==> src/hsv2rgb_pkg.sv <==
`timescale 1ns / 1ps
// Shared types and constants of the HSV to RGB converter.
// Used by hsv2rgb_level and hsv_to_rgb_converter_top; depends on nothing else.

package hsv2rgb_pkg;

    // Field widths of the item channels.
    localparam int HUE_W = 13;
    localparam int CH_W  = 8;

    // Default number of fraction bits in the hue field.
    localparam int HUE_FRAC_BITS_DEF = 4;

    // Sector split: hue >> (frac + 2) is divided by 15, since 60 = 4 * 15.
    localparam int SEC_Y_W    = 11;
    localparam int SEC_DIV    = 15;
    localparam int SEC_RECIP  = 4369;   // floor(2^16 / 15)
    localparam int SEC_SHIFT  = 16;
    localparam int SEC_PROD_W = 24;

    // Level scaling: the numerator, shifted down by the fraction bits, is
    // divided by 255 * 60 = 15300 through a reciprocal and one correction.
    localparam int LVL_T_W     = 22;
    localparam int LVL_DIV     = 15300;
    localparam int LVL_RECIP   = 4491469;   // floor(2^36 / 15300)
    localparam int LVL_RECIP_W = 23;
    localparam int LVL_SHIFT   = 36;

    // Input item: hue, saturation and brightness.
    typedef struct packed {
        logic [HUE_W-1:0] hue;
        logic [CH_W-1:0]  saturation;
        logic [CH_W-1:0]  brightness;
    } t_hsv_in;

    // Result item: the three color channels.
    typedef struct packed {
        logic [CH_W-1:0] red;
        logic [CH_W-1:0] green;
        logic [CH_W-1:0] blue;
    } t_rgb_out;

    // Stage enables of the level unit.
    typedef struct packed {
        logic diff;
        logic num;
        logic quot;
        logic fix;
    } t_lvl_en;

    // The six 60-degree hue sectors.
    typedef enum logic [2:0] {
        SEC_R_TO_Y = 3'd0,
        SEC_Y_TO_G = 3'd1,
        SEC_G_TO_C = 3'd2,
        SEC_C_TO_B = 3'd3,
        SEC_B_TO_M = 3'd4,
        SEC_M_TO_R = 3'd5
    } t_sector;

    // Per-item information that travels beside the level unit.
    typedef struct packed {
        t_sector         sector;
        logic            gray;
        logic            black;
        logic [CH_W-1:0] val;
    } t_side;

endpackage

==> src/hsv2rgb_level.sv <==
`timescale 1ns / 1ps
// Four-stage unit that computes floor(v * (1 - s/255 * part/D)) on a 0..255 scale.
// Depends on hsv2rgb_pkg for widths, the divisor constants and the enable struct.

module hsv2rgb_level #(
    parameter int HUE_FRAC_BITS = hsv2rgb_pkg::HUE_FRAC_BITS_DEF
) (
    input  logic                              i_clk,
    input  hsv2rgb_pkg::t_lvl_en              i_en,
    input  logic [hsv2rgb_pkg::CH_W-1:0]      i_sat,
    input  logic [hsv2rgb_pkg::CH_W-1:0]      i_val,
    input  logic [HUE_FRAC_BITS+5:0]          i_part,
    output logic [hsv2rgb_pkg::CH_W-1:0]      o_level
);
    import hsv2rgb_pkg::*;

    localparam int DEN_W  = HUE_FRAC_BITS + 14;
    localparam int NUM_W  = DEN_W + CH_W;
    localparam int PROD_W = LVL_T_W + LVL_RECIP_W;
    localparam logic [DEN_W-1:0] DEN = DEN_W'(LVL_DIV) << HUE_FRAC_BITS;

    logic [DEN_W-1:0]   w_sp;
    logic [NUM_W-1:0]   w_num;
    logic [PROD_W-1:0]  w_prod;
    logic [LVL_T_W-1:0] w_rem;

    logic [DEN_W-1:0]   r_diff;
    logic [CH_W-1:0]    r_val;
    logic [LVL_T_W-1:0] r_t;
    logic [LVL_T_W-1:0] r_t_q;
    logic [CH_W-1:0]    r_qe;
    logic [CH_W-1:0]    r_level;

    // First stage: full scale minus saturation times the sector position.
    assign w_sp = DEN_W'(i_sat) * DEN_W'(i_part);

    // Second stage: scale by brightness and drop the hue fraction bits.
    assign w_num = NUM_W'(r_diff) * NUM_W'(r_val);

    // Third stage: quotient estimate by 15300, low by at most one.
    assign w_prod = PROD_W'(r_t) * PROD_W'(LVL_RECIP);

    // Fourth stage: remainder check lifts the estimate when it fell short.
    assign w_rem = r_t_q - LVL_T_W'(r_qe) * LVL_T_W'(LVL_DIV);

    always_ff @(posedge i_clk) begin
        if (i_en.diff) begin
            r_diff <= DEN - w_sp;
            r_val  <= i_val;
        end
        if (i_en.num) begin
            r_t <= w_num[HUE_FRAC_BITS +: LVL_T_W];
        end
        if (i_en.quot) begin
            r_qe  <= w_prod[LVL_SHIFT +: CH_W];
            r_t_q <= r_t;
        end
        if (i_en.fix) begin
            r_level <= r_qe + CH_W'(w_rem >= LVL_T_W'(LVL_DIV));
        end
    end

    assign o_level = r_level;

endmodule

==> src/hsv_to_rgb_converter_top.sv <==
`timescale 1ns / 1ps
// Top level of the HSV to RGB converter: sector split, three level units, color select.
// Depends on hsv2rgb_pkg and hsv2rgb_level.

// Usage:
// An item on the input channel carries hue (degrees, fixed point with
// HUE_FRAC_BITS fraction bits), saturation and brightness; the result item
// carries 8-bit red, green and blue. Both channels use valid and stall: an
// item moves at a clock edge where valid is high and stall is low.
// The datapath is a seven-stage pipeline: sector estimate, sector correction,
// four stages of level scaling (multiply, multiply, reciprocal multiply,
// remainder correction) and the channel select register. One item is taken
// every cycle while the receiver does not stall. The rate is set by the stage
// registers alone; each stage passes its item on when the stage after it frees
// up. When the receiver raises i_stall, the output holds its item and earlier
// stages keep filling their empty slots; o_stall rises only once the first
// stage is occupied and cannot move. Nothing is dropped or repeated.
// Reset (i_rst_n low at a clock edge) empties the pipeline and holds o_stall
// high; no clearing pass follows and items are accepted in the next cycle.

module hsv_to_rgb_converter_top #(
    parameter int HUE_FRAC_BITS = hsv2rgb_pkg::HUE_FRAC_BITS_DEF
) (
    input  logic                  i_clk,
    input  logic                  i_rst_n,
    input  logic                  i_valid,
    output logic                  o_stall,
    input  hsv2rgb_pkg::t_hsv_in  i_data,
    output logic                  o_valid,
    input  logic                  i_stall,
    output hsv2rgb_pkg::t_rgb_out o_data
);
    import hsv2rgb_pkg::*;

    localparam int SECT_UNITS = 60 << HUE_FRAC_BITS;
    localparam int PART_W     = HUE_FRAC_BITS + 6;
    localparam int LOW_W      = HUE_FRAC_BITS + 2;
    localparam int NSTG       = 7;
    localparam logic [CH_W-1:0] SECTORS = CH_W'(6);
    localparam logic [PART_W-1:0] PART_FULL = PART_W'(SECT_UNITS);

    // Handshake and stage occupancy.
    logic [NSTG-1:0] r_valid;
    logic [NSTG-1:0] w_en;
    t_lvl_en         w_lvl_en;

    // Stage 0 registers and their inputs.
    logic [SEC_Y_W-1:0]    w_y;
    logic [SEC_PROD_W-1:0] w_sec_prod;
    logic [SEC_Y_W-1:0]    r0_y;
    logic [CH_W-1:0]       r0_q;
    logic [LOW_W-1:0]      r0_low;
    logic [CH_W-1:0]       r0_sat;
    logic [CH_W-1:0]       r0_val;

    // Stage 1 logic and registers.
    logic [SEC_Y_W-1:0] w_rem;
    logic               w_fix;
    logic [CH_W-1:0]    w_q;
    logic [3:0]         w_rem4;
    logic [PART_W-1:0]  w_part_b;
    logic               w_wrap;
    t_side              w_side;
    t_side              r1_side;
    logic [PART_W-1:0]  r1_part_b;
    logic [PART_W-1:0]  r1_part_c;
    logic [CH_W-1:0]    r1_sat;

    // Side information beside the level units, stages 2 to 5.
    t_side r_side_d [2:5];

    // Level unit results.
    logic [CH_W-1:0] w_lvl_a;
    logic [CH_W-1:0] w_lvl_b;
    logic [CH_W-1:0] w_lvl_c;

    // Output stage.
    t_rgb_out n_out;
    t_rgb_out r_out;
    logic     r_out_gray;
    logic     r_out_black;

    // A stage loads when it is empty or when the stage after it moves.
    always_comb begin
        w_en[NSTG-1] = !r_valid[NSTG-1] || !i_stall;
        for (int k = NSTG - 2; k >= 0; k--) begin
            w_en[k] = !r_valid[k] || w_en[k+1];
        end
    end

    // No item is taken while reset is asserted.
    assign o_stall = !w_en[0] || !i_rst_n;
    assign o_valid = r_valid[NSTG-1];

    // Valid bits travel with the items.
    always_ff @(posedge i_clk) begin
        if (!i_rst_n) begin
            r_valid <= '0;
        end else begin
            if (w_en[0]) begin
                r_valid[0] <= i_valid;
            end
            for (int k = 1; k < NSTG; k++) begin
                if (w_en[k]) begin
                    r_valid[k] <= r_valid[k-1];
                end
            end
        end
    end

    // Stage 0: estimate hue / (60 << frac) as (hue >> (frac + 2)) / 15.
    assign w_y        = SEC_Y_W'(i_data.hue >> LOW_W);
    assign w_sec_prod = SEC_PROD_W'(w_y) * SEC_PROD_W'(SEC_RECIP);

    always_ff @(posedge i_clk) begin
        if (w_en[0]) begin
            r0_y   <= w_y;
            r0_q   <= w_sec_prod[SEC_SHIFT +: CH_W];
            r0_low <= i_data.hue[LOW_W-1:0];
            r0_sat <= i_data.saturation;
            r0_val <= i_data.brightness;
        end
    end

    // Stage 1: correct the sector, rebuild the position inside the sector,
    // and flag the gray, wrap and black cases.
    assign w_rem    = r0_y - SEC_Y_W'(r0_q) * SEC_Y_W'(SEC_DIV);
    assign w_fix    = (w_rem >= SEC_Y_W'(SEC_DIV));
    assign w_q      = r0_q + CH_W'(w_fix);
    assign w_rem4   = w_fix ? 4'(w_rem - SEC_Y_W'(SEC_DIV)) : w_rem[3:0];
    assign w_part_b = {w_rem4, r0_low};
    // A hue of exactly one full turn lands at sector six, position zero.
    assign w_wrap   = (w_q == SECTORS) && (w_part_b == '0);

    always_comb begin
        w_side.gray  = (r0_sat == '0);
        w_side.black = !w_wrap && (w_q >= SECTORS);
        w_side.val   = r0_val;
        if (w_wrap || w_q >= SECTORS) begin
            w_side.sector = SEC_R_TO_Y;
        end else begin
            w_side.sector = t_sector'(w_q[2:0]);
        end
    end

    always_ff @(posedge i_clk) begin
        if (w_en[1]) begin
            r1_side   <= w_side;
            r1_part_b <= w_wrap ? '0 : w_part_b;
            r1_part_c <= PART_FULL - (w_wrap ? '0 : w_part_b);
            r1_sat    <= r0_sat;
        end
    end

    // Stages 2 to 5: the three levels, computed side by side.
    assign w_lvl_en.diff = w_en[2];
    assign w_lvl_en.num  = w_en[3];
    assign w_lvl_en.quot = w_en[4];
    assign w_lvl_en.fix  = w_en[5];

    hsv2rgb_level #(.HUE_FRAC_BITS(HUE_FRAC_BITS)) u_level_a (
        .i_clk   (i_clk),
        .i_en    (w_lvl_en),
        .i_sat   (r1_sat),
        .i_val   (r1_side.val),
        .i_part  (PART_FULL),
        .o_level (w_lvl_a)
    );

    hsv2rgb_level #(.HUE_FRAC_BITS(HUE_FRAC_BITS)) u_level_b (
        .i_clk   (i_clk),
        .i_en    (w_lvl_en),
        .i_sat   (r1_sat),
        .i_val   (r1_side.val),
        .i_part  (r1_part_b),
        .o_level (w_lvl_b)
    );

    hsv2rgb_level #(.HUE_FRAC_BITS(HUE_FRAC_BITS)) u_level_c (
        .i_clk   (i_clk),
        .i_en    (w_lvl_en),
        .i_sat   (r1_sat),
        .i_val   (r1_side.val),
        .i_part  (r1_part_c),
        .o_level (w_lvl_c)
    );

    // Side information keeps pace with the level units.
    always_ff @(posedge i_clk) begin
        if (w_en[2]) begin
            r_side_d[2] <= r1_side;
        end
        for (int k = 3; k <= 5; k++) begin
            if (w_en[k]) begin
                r_side_d[k] <= r_side_d[k-1];
            end
        end
    end

    // Stage 6: route the levels to the channels by sector.
    always_comb begin
        n_out.red   = '0;
        n_out.green = '0;
        n_out.blue  = '0;
        case (r_side_d[5].sector)
            SEC_R_TO_Y: begin
                n_out.red   = r_side_d[5].val;
                n_out.green = w_lvl_c;
                n_out.blue  = w_lvl_a;
            end
            SEC_Y_TO_G: begin
                n_out.red   = w_lvl_b;
                n_out.green = r_side_d[5].val;
                n_out.blue  = w_lvl_a;
            end
            SEC_G_TO_C: begin
                n_out.red   = w_lvl_a;
                n_out.green = r_side_d[5].val;
                n_out.blue  = w_lvl_c;
            end
            SEC_C_TO_B: begin
                n_out.red   = w_lvl_a;
                n_out.green = w_lvl_b;
                n_out.blue  = r_side_d[5].val;
            end
            SEC_B_TO_M: begin
                n_out.red   = w_lvl_c;
                n_out.green = w_lvl_a;
                n_out.blue  = r_side_d[5].val;
            end
            SEC_M_TO_R: begin
                n_out.red   = r_side_d[5].val;
                n_out.green = w_lvl_a;
                n_out.blue  = w_lvl_b;
            end
            default: begin
                n_out.red   = '0;
                n_out.green = '0;
                n_out.blue  = '0;
            end
        endcase
        // Zero saturation wins over every hue case.
        if (r_side_d[5].gray) begin
            n_out.red   = r_side_d[5].val;
            n_out.green = r_side_d[5].val;
            n_out.blue  = r_side_d[5].val;
        end else if (r_side_d[5].black) begin
            n_out.red   = '0;
            n_out.green = '0;
            n_out.blue  = '0;
        end
    end

    always_ff @(posedge i_clk) begin
        if (w_en[6]) begin
            r_out       <= n_out;
            r_out_gray  <= r_side_d[5].gray;
            r_out_black <= r_side_d[5].black && !r_side_d[5].gray;
        end
    end

    assign o_data = r_out;

    // A gray item leaves with all three channels equal.
    a_gray_equal: assert property (@(posedge i_clk) disable iff (!i_rst_n)
        o_valid && r_out_gray |->
            (o_data.red == o_data.green) && (o_data.green == o_data.blue))
        else $error("gray item with unequal channels");

    // A hue past one full turn gives black.
    a_black_zero: assert property (@(posedge i_clk) disable iff (!i_rst_n)
        o_valid && r_out_black |->
            (o_data.red == '0) && (o_data.green == '0) && (o_data.blue == '0))
        else $error("out-of-range hue did not give black");

    // With the receiver never stalling, an accepted item reaches the output once it has passed every stage register.
    a_latency: assert property (@(posedge i_clk) disable iff (!i_rst_n)
        (i_valid && !o_stall) ##1 !i_stall ##1 !i_stall ##1 !i_stall
            ##1 !i_stall ##1 !i_stall ##1 !i_stall |=> o_valid)
        else $error("item did not reach the output in seven cycles");

endmodule
==> config.mk <==
export PLATFORM = sky130hd
export DESIGN_NAME = hsv_to_rgb_converter_top
export DESIGN_NICKNAME = d
export VERILOG_FILES = /design/src/hsv2rgb_pkg.sv /design/src/hsv2rgb_level.sv /design/src/hsv_to_rgb_converter_top.sv
export SDC_FILE = /design/constraint.sdc
export NUM_CORES = 2
export LEC_CHECK = 0
export ABC_AREA = 1
export BUFFER_PORTS_ARGS = -buffer_cell sky130_fd_sc_hd__buf_2
export CAP_MARGIN = 15
export CORE_UTILIZATION = 35
export DETAILED_ROUTE_END_ITERATION = 12
export GPL_TIMING_DRIVEN = 0
export PLACE_DENSITY = 0.63
export RECOVER_POWER = 100
export SETUP_SLACK_MARGIN = 0.05
export SYNTH_ARGS = -nofsm -noshare
export SYNTH_HDL_FRONTEND = slang
export SYNTH_SLANG_ARGS = --single-unit
==> constraint.sdc <==
create_clock -name i_clk -period 8.71 [get_ports i_clk]
set_input_delay 0.871 -clock i_clk [delete_from_list [all_inputs] [get_ports i_clk]]
set_output_delay 0.871 -clock i_clk [all_outputs]
set_load 0.05 [all_outputs]
# --- After elaboration in Yosys (flattened, before gate mapping) ---
# Memories as Yosys holds them, arrays and structs flattened.
# Index checks and enable logic that the tools add are counted.
op_classes:
  add_sub_neg: 13
  multipliers: 14
  magnitude_cmp: 5
  eq_ne: 6
  mux: 13
  n_reduce_logical: 25
ops:
  columns: ["op", "n"]
  rows:
  - ["one-hot mux 24 bit (6 select lines)", 1]
  - ["multiplier 22 x 23 -> 44 bit (second input constant)", 3]
  - ["multiplier 18 x 8 -> 26 bit", 3]
  - ["greater-or-equal comparator 22 x 14 -> 1 bit (second input constant)", 3]
  - ["subtractor 22 bit", 3]
  - ["multiplier 8 x 12 -> 20 bit (second input constant)", 3]
  - ["subtractor 18 bit (first input constant)", 3]
  - ["two-way mux 24 bit", 2]
  - ["multiplier 8 x 10 -> 18 bit", 2]
  - ["adder 8 x 1 -> 8 bit", 4]
  - ["multiplier 7 x 13 -> 20 bit (second input constant)", 1]
  - ["multiplier 8 x 4 -> 12 bit (second input constant)", 1]
  - ["greater-or-equal comparator 11 x 4 -> 1 bit (second input constant)", 1]
  - ["logical NOT 1 bit", 11]
  - ["multiplier 8 x 4 -> 11 bit (second input constant)", 1]
  - ["subtractor 7 x 11 -> 11 bit", 1]
  - ["logical NOT 10 bit", 1]
  - ["two-way mux 10 bit", 1]
  - ["subtractor 10 bit (first input constant)", 1]
  - ["logical OR 1 bit", 9]
  - ["equality test 8 x 3 -> 1 bit (second input constant)", 1]
  - ["greater-or-equal comparator 8 x 3 -> 1 bit (second input constant)", 1]
  - ["logical NOT 8 bit", 1]
  - ["two-way mux 1 bit", 8]
  - ["other kinds (7)", 10]
totals:
  ff_bits: 351
  ramBits: 52
  out_inout_bits: 26
  word_cells: 115
  mem_count: 1
mem_list:
  columns: ["name", "depth", "width", "read_ports", "rd_clocked_by_memory_dff", "write_ports", "line", "rtl"]
  rows:
  - ["r_side_d", 4, 13, 4, 0, 4, "hsv_to_rgb_converter_top.sv:70", "t_side r_side_d [2:5];"]

# --- Depth between registers and ports, before layout ---
depth:
  ltp_word: 10
  mapped_depth: 35
  ltp_nobuf: 35

# --- Hierarchy ---
# Synthesis repeated with hierarchy kept, for this count alone.
hier_totals:
  cells_unflattened: 8160
  area_unflattened_um2: 68752.2
modules_own_cells:
  columns: ["mod", "instances", "cells_per_inst", "area_each_um2", "seq_area_each_um2"]
  rows:
  - ["hsv2rgb_level at u_level_c", 1, 2531, 20609.8, 2522.4]
  - ["hsv2rgb_level at u_level_a", 1, 2522, 20572.2, 2522.4]
  - ["hsv2rgb_level at u_level_b", 1, 2511, 20463.4, 2522.4]
  - ["hsv_to_rgb_converter_top", 1, 596, 7106.8, 4614.4]

# --- Worst setup path before layout ---
# Ideal clock, no wire load.
synth_timing:
  kind: "input port to output port"
  from: "in i_stall"
  to: "out o_stall"
  arrival_ns: 8.941
  required_time_ns: 7.839
  path_slack_ns: -1.102
  cell_stages: 12
  path_buffers: 0
  cell_sequence: "nand2_1 nor2_1 inv_1 nor2_1 inv_1 nor2_1 inv_1 nor2_1 inv_1 nor2_1 nand2_1 nand2_1"
synth_rtl:
  columns: ["item", "line", "rtl"]
  rows:
  - ["start, declared", "hsv_to_rgb_converter_top.sv:30", "input logic i_stall,"]
  - ["end, declared", "hsv_to_rgb_converter_top.sv:27", "output logic o_stall,"]

==> key figures <==
Global routing
  • GRT met3 Usage: 1.61%
  • Initial antenna violation count: 1
  • Busiest grt layer: met2
  • Grt ovf: 0
  • First-pass GRT wire length: 242,000 um
  • M2 GR Usage: 28.9%
  • Overall routing resource usage: 16.8%
  • Vias in the first global route: 47,500
  • Largest net degree at the start of global routing: 47
  • Met1 Usage GRT: 22.3%

Critical path
  • Worst r2r dst: u_level_a.o_level[7]
  • CP Class: reg -> out
  • Setup crit start kind: register
  • Critical Path Fanout Max: 39
  • CP required: 7.84 ns
  • Reg2reg start: u_level_a.r_qe[5]
  • Critical path startpoint: r_valid[6]
  • Worst setup EP type: output pin
  • R2R depth: 29
  • R2r setup slk: 1.52 ns
  • Critical Path AT: 6.72 ns

Floorplan
  • I/O pins: 59
  • Chip width: 422 um
  • Die ar.: 178,000 um^2
  • Row count: 153
  • Core region area: between 150,000 and 200,000 um^2
  • Initial Utilization: 35.4%
  • Die H: around 420 um

Hold path
  • WHS Path Cells: 1
  • Hold path endpoint: r0_sat[3]
  • Hold path start: i_data[11]
  • Hold crit path type: in -> reg

Detailed routing
  • Via density: 4.78
  • DR WL/cell: ~15 um
  • DR pass1 iterations: 6
  • Drt total wl: 147,000 um
  • Drt drc: 0
  • Via Count: around 45,000
  • Antenna viol nets, final: 0
  • DR iter-0 viols: 2,415

Clocking
  • Root buffer cell: clkbuf_16
  • Setup Buffers After CTS: 0
  • CTS max path bufs: 3
  • Reg clk slew, reported paths: 0.08 ns
  • Number of CTS-inserted buffers: 48
  • Sink Count: 375
  • CTS H-tree lvls: 2
  • Post-CTS sizing: 0
  • Worst-Skew Late Latency: 0.65 ns
  • # hold bufs at CTS: 0
  • CTS tree: done

Timing
  • Slew @ Worst Pin: approximately 2.4 ns
  • RSZ-0062 raised after global routing: no
  • Final clock skew: 0.0386 ns
  • Fin Setup TNS: 0 ns
  • Relative slew slack: -59.5%
  • Slew Limit Fails: about 220
  • F_max: ~130 MHz
  • Fin crit share: between 80% and 90%
  • Final hold vios: 0
  • Final setup fails: 0
  • Final min period: 7.59 ns

Job
  • Max_cap viols: 6

Status
  • Outcome: finished, violations left
  • Failing checks: capacitance limit, slew limit

Synth
  • Async set-or-reset flop fraction in the synthesized netlist: 0%
  • Synth Instances: ~7,000
  • Top FF cell, synth: edfxtp_1
  • Post-synthesis sequential area ratio: 18.1%
  • Most common cell in the netlist: inv_1
  • Syn_area_per_cell: ~8.8 um^2
  • Post-synth EDFFs: between 300 and 400
  • Syn Nets: 8,948
  • Unique masters post-synth: 53
  • Area leader, netlist: fa_1
  • Mapped cell area: 61,700 um^2
  • Commonest cells post-synth: inv_1, nand2_1, ha_1
  • Share of the synthesized area in the top cell type: about a quarter
  • Synth Warn #: 0
  • Seq cells post-synth: 375
  • Main area contributors after synthesis: fa_1, ha_1, edfxtp_1

Place
  • IO Port Bufs: a little under 60
  • Placed insts: 9,419
  • GPL Wtd Cong: 0.913
  • HPWL Detailed: 124,000 um

Finish
  • Fin cells: 9,506
  • Core Util, Final: 38.1%
  • Nets: 9,062
  • Number of fill cells: 17,600
  • Area delta synth->final: 7.72%
  • Fraction of layout cells with a size suffix above 1: 2.53%
==> routing by layer <==
layer | share of wire [%] | wire, um | vias to the layer above
li1 | - | - | 22300
met1 | 45 | 66700 | 22000
met2 | 48 | 69800 | 984
met3 | 4.3 | 6330 | 203
met4 | 2.7 | 3930 | 0
met5 | 0 | 0 | -
==> registers in the layout (all words and copies together), names as in the netlist, 9 cells and up <==
name,cells
u_level_b.r_diff,17
u_level_c.r_diff,18
u_level_a.r_t_q,20
r_side_d,45
r1_side,13
o_data,24
u_level_a.r_t,20
r1_part_b,10
u_level_b.r_t_q,20
u_level_b.r_t,22
u_level_a.r_diff,12
r1_part_c,9
u_level_c.r_t,22
u_level_c.r_t_q,20
==> cell usage in the layout (no fill, tap or decap), types with 43 or more instances in the layout <==
master	instances
edfxtp_1	368
nand2_1	1227
nor3_1	49
clkbuf_2	43
clkbuf_1	110
o21ai_0	192
ha_1	1113
nand3_1	163
nor2_1	306
clkbuf_16	49
nand4_1	54
xor2_1	148
fa_1	772
a21oi_1	337
xnor2_1	73
inv_1	1807
==> worst max path at each step <==
stage,end,slack (ns),depth (start not counted)
6_report,o_stall,1.12,13
5_1_grt,o_stall,0.35,13
4_1_cts,o_stall,1.09,13
3_5_place_dp,o_stall,1.21,14
3_3_place_gp,o_stall,-2.53,14
2_1_floorplan,o_stall,0.13,12
==> kinds of logic (layout without fill, tap and decap cells) <==
group	count (synthesis)	count (layout)	synth area share [%]
adder cells (fa/ha/maj)	1885	1885	47.6
AO/OA/AOI/OAI	720	720	6.56
flip-flops	375	375	18.1
other	0	1	0
XOR/XNOR	221	221	3.14
buffers and inverters	1948	2098	12.0
AND/OR/NAND/NOR	1881	1881	12.6
==> metrics by stage <==
stage	setup slack [ns]	instance area, um^2	hold WS (ns)
after CTS	1.09	66600	0.357
after global routing	0.346	66400	0.372
after detailed placement	1.21	65000	0.405
after global placement	-2.53	64900	0.402
after floorplan	0.131	61700	0.400
final	1.12	66400	0.401
==> cell type report <==
class | count | area (um^2) | share of cell area, %
Multi-Input combinational cell | 4707 | 43100 | 64.8
Antenna cell | 1 | 2.50 | 0.00377
Buffer | 133 | 559 | 0.842
Inverter | 1815 | 6820 | 10.3
Timing Repair Buffer | 64 | 270 | 0.407
Tap cell | 2325 | 2910 | 4.38
Clock buffer | 55 | 1250 | 1.88
Clock inverter | 31 | 368 | 0.554
Sequential cell | 375 | 11200 | 16.8
==> critical path, cell delays in order (launching register included) <==
cell and delay, ns:
dfxtp_1 0.34, nand2_1 0.25, nor2_1 0.20, inv_2 0.35, nor2_1 0.31, clkinvlp_4 0.52
nor2_1 0.36, clkinvlp_4 0.61, nor2_1 0.40, clkinvlp_4 0.70, nor2_1 0.40, nand2_1 1.03
nand2_2 0.27, buf_2 0.29
Power is not shown: default switching activity piles up to over one toggle a cycle in this logic, so the estimate is an artifact.
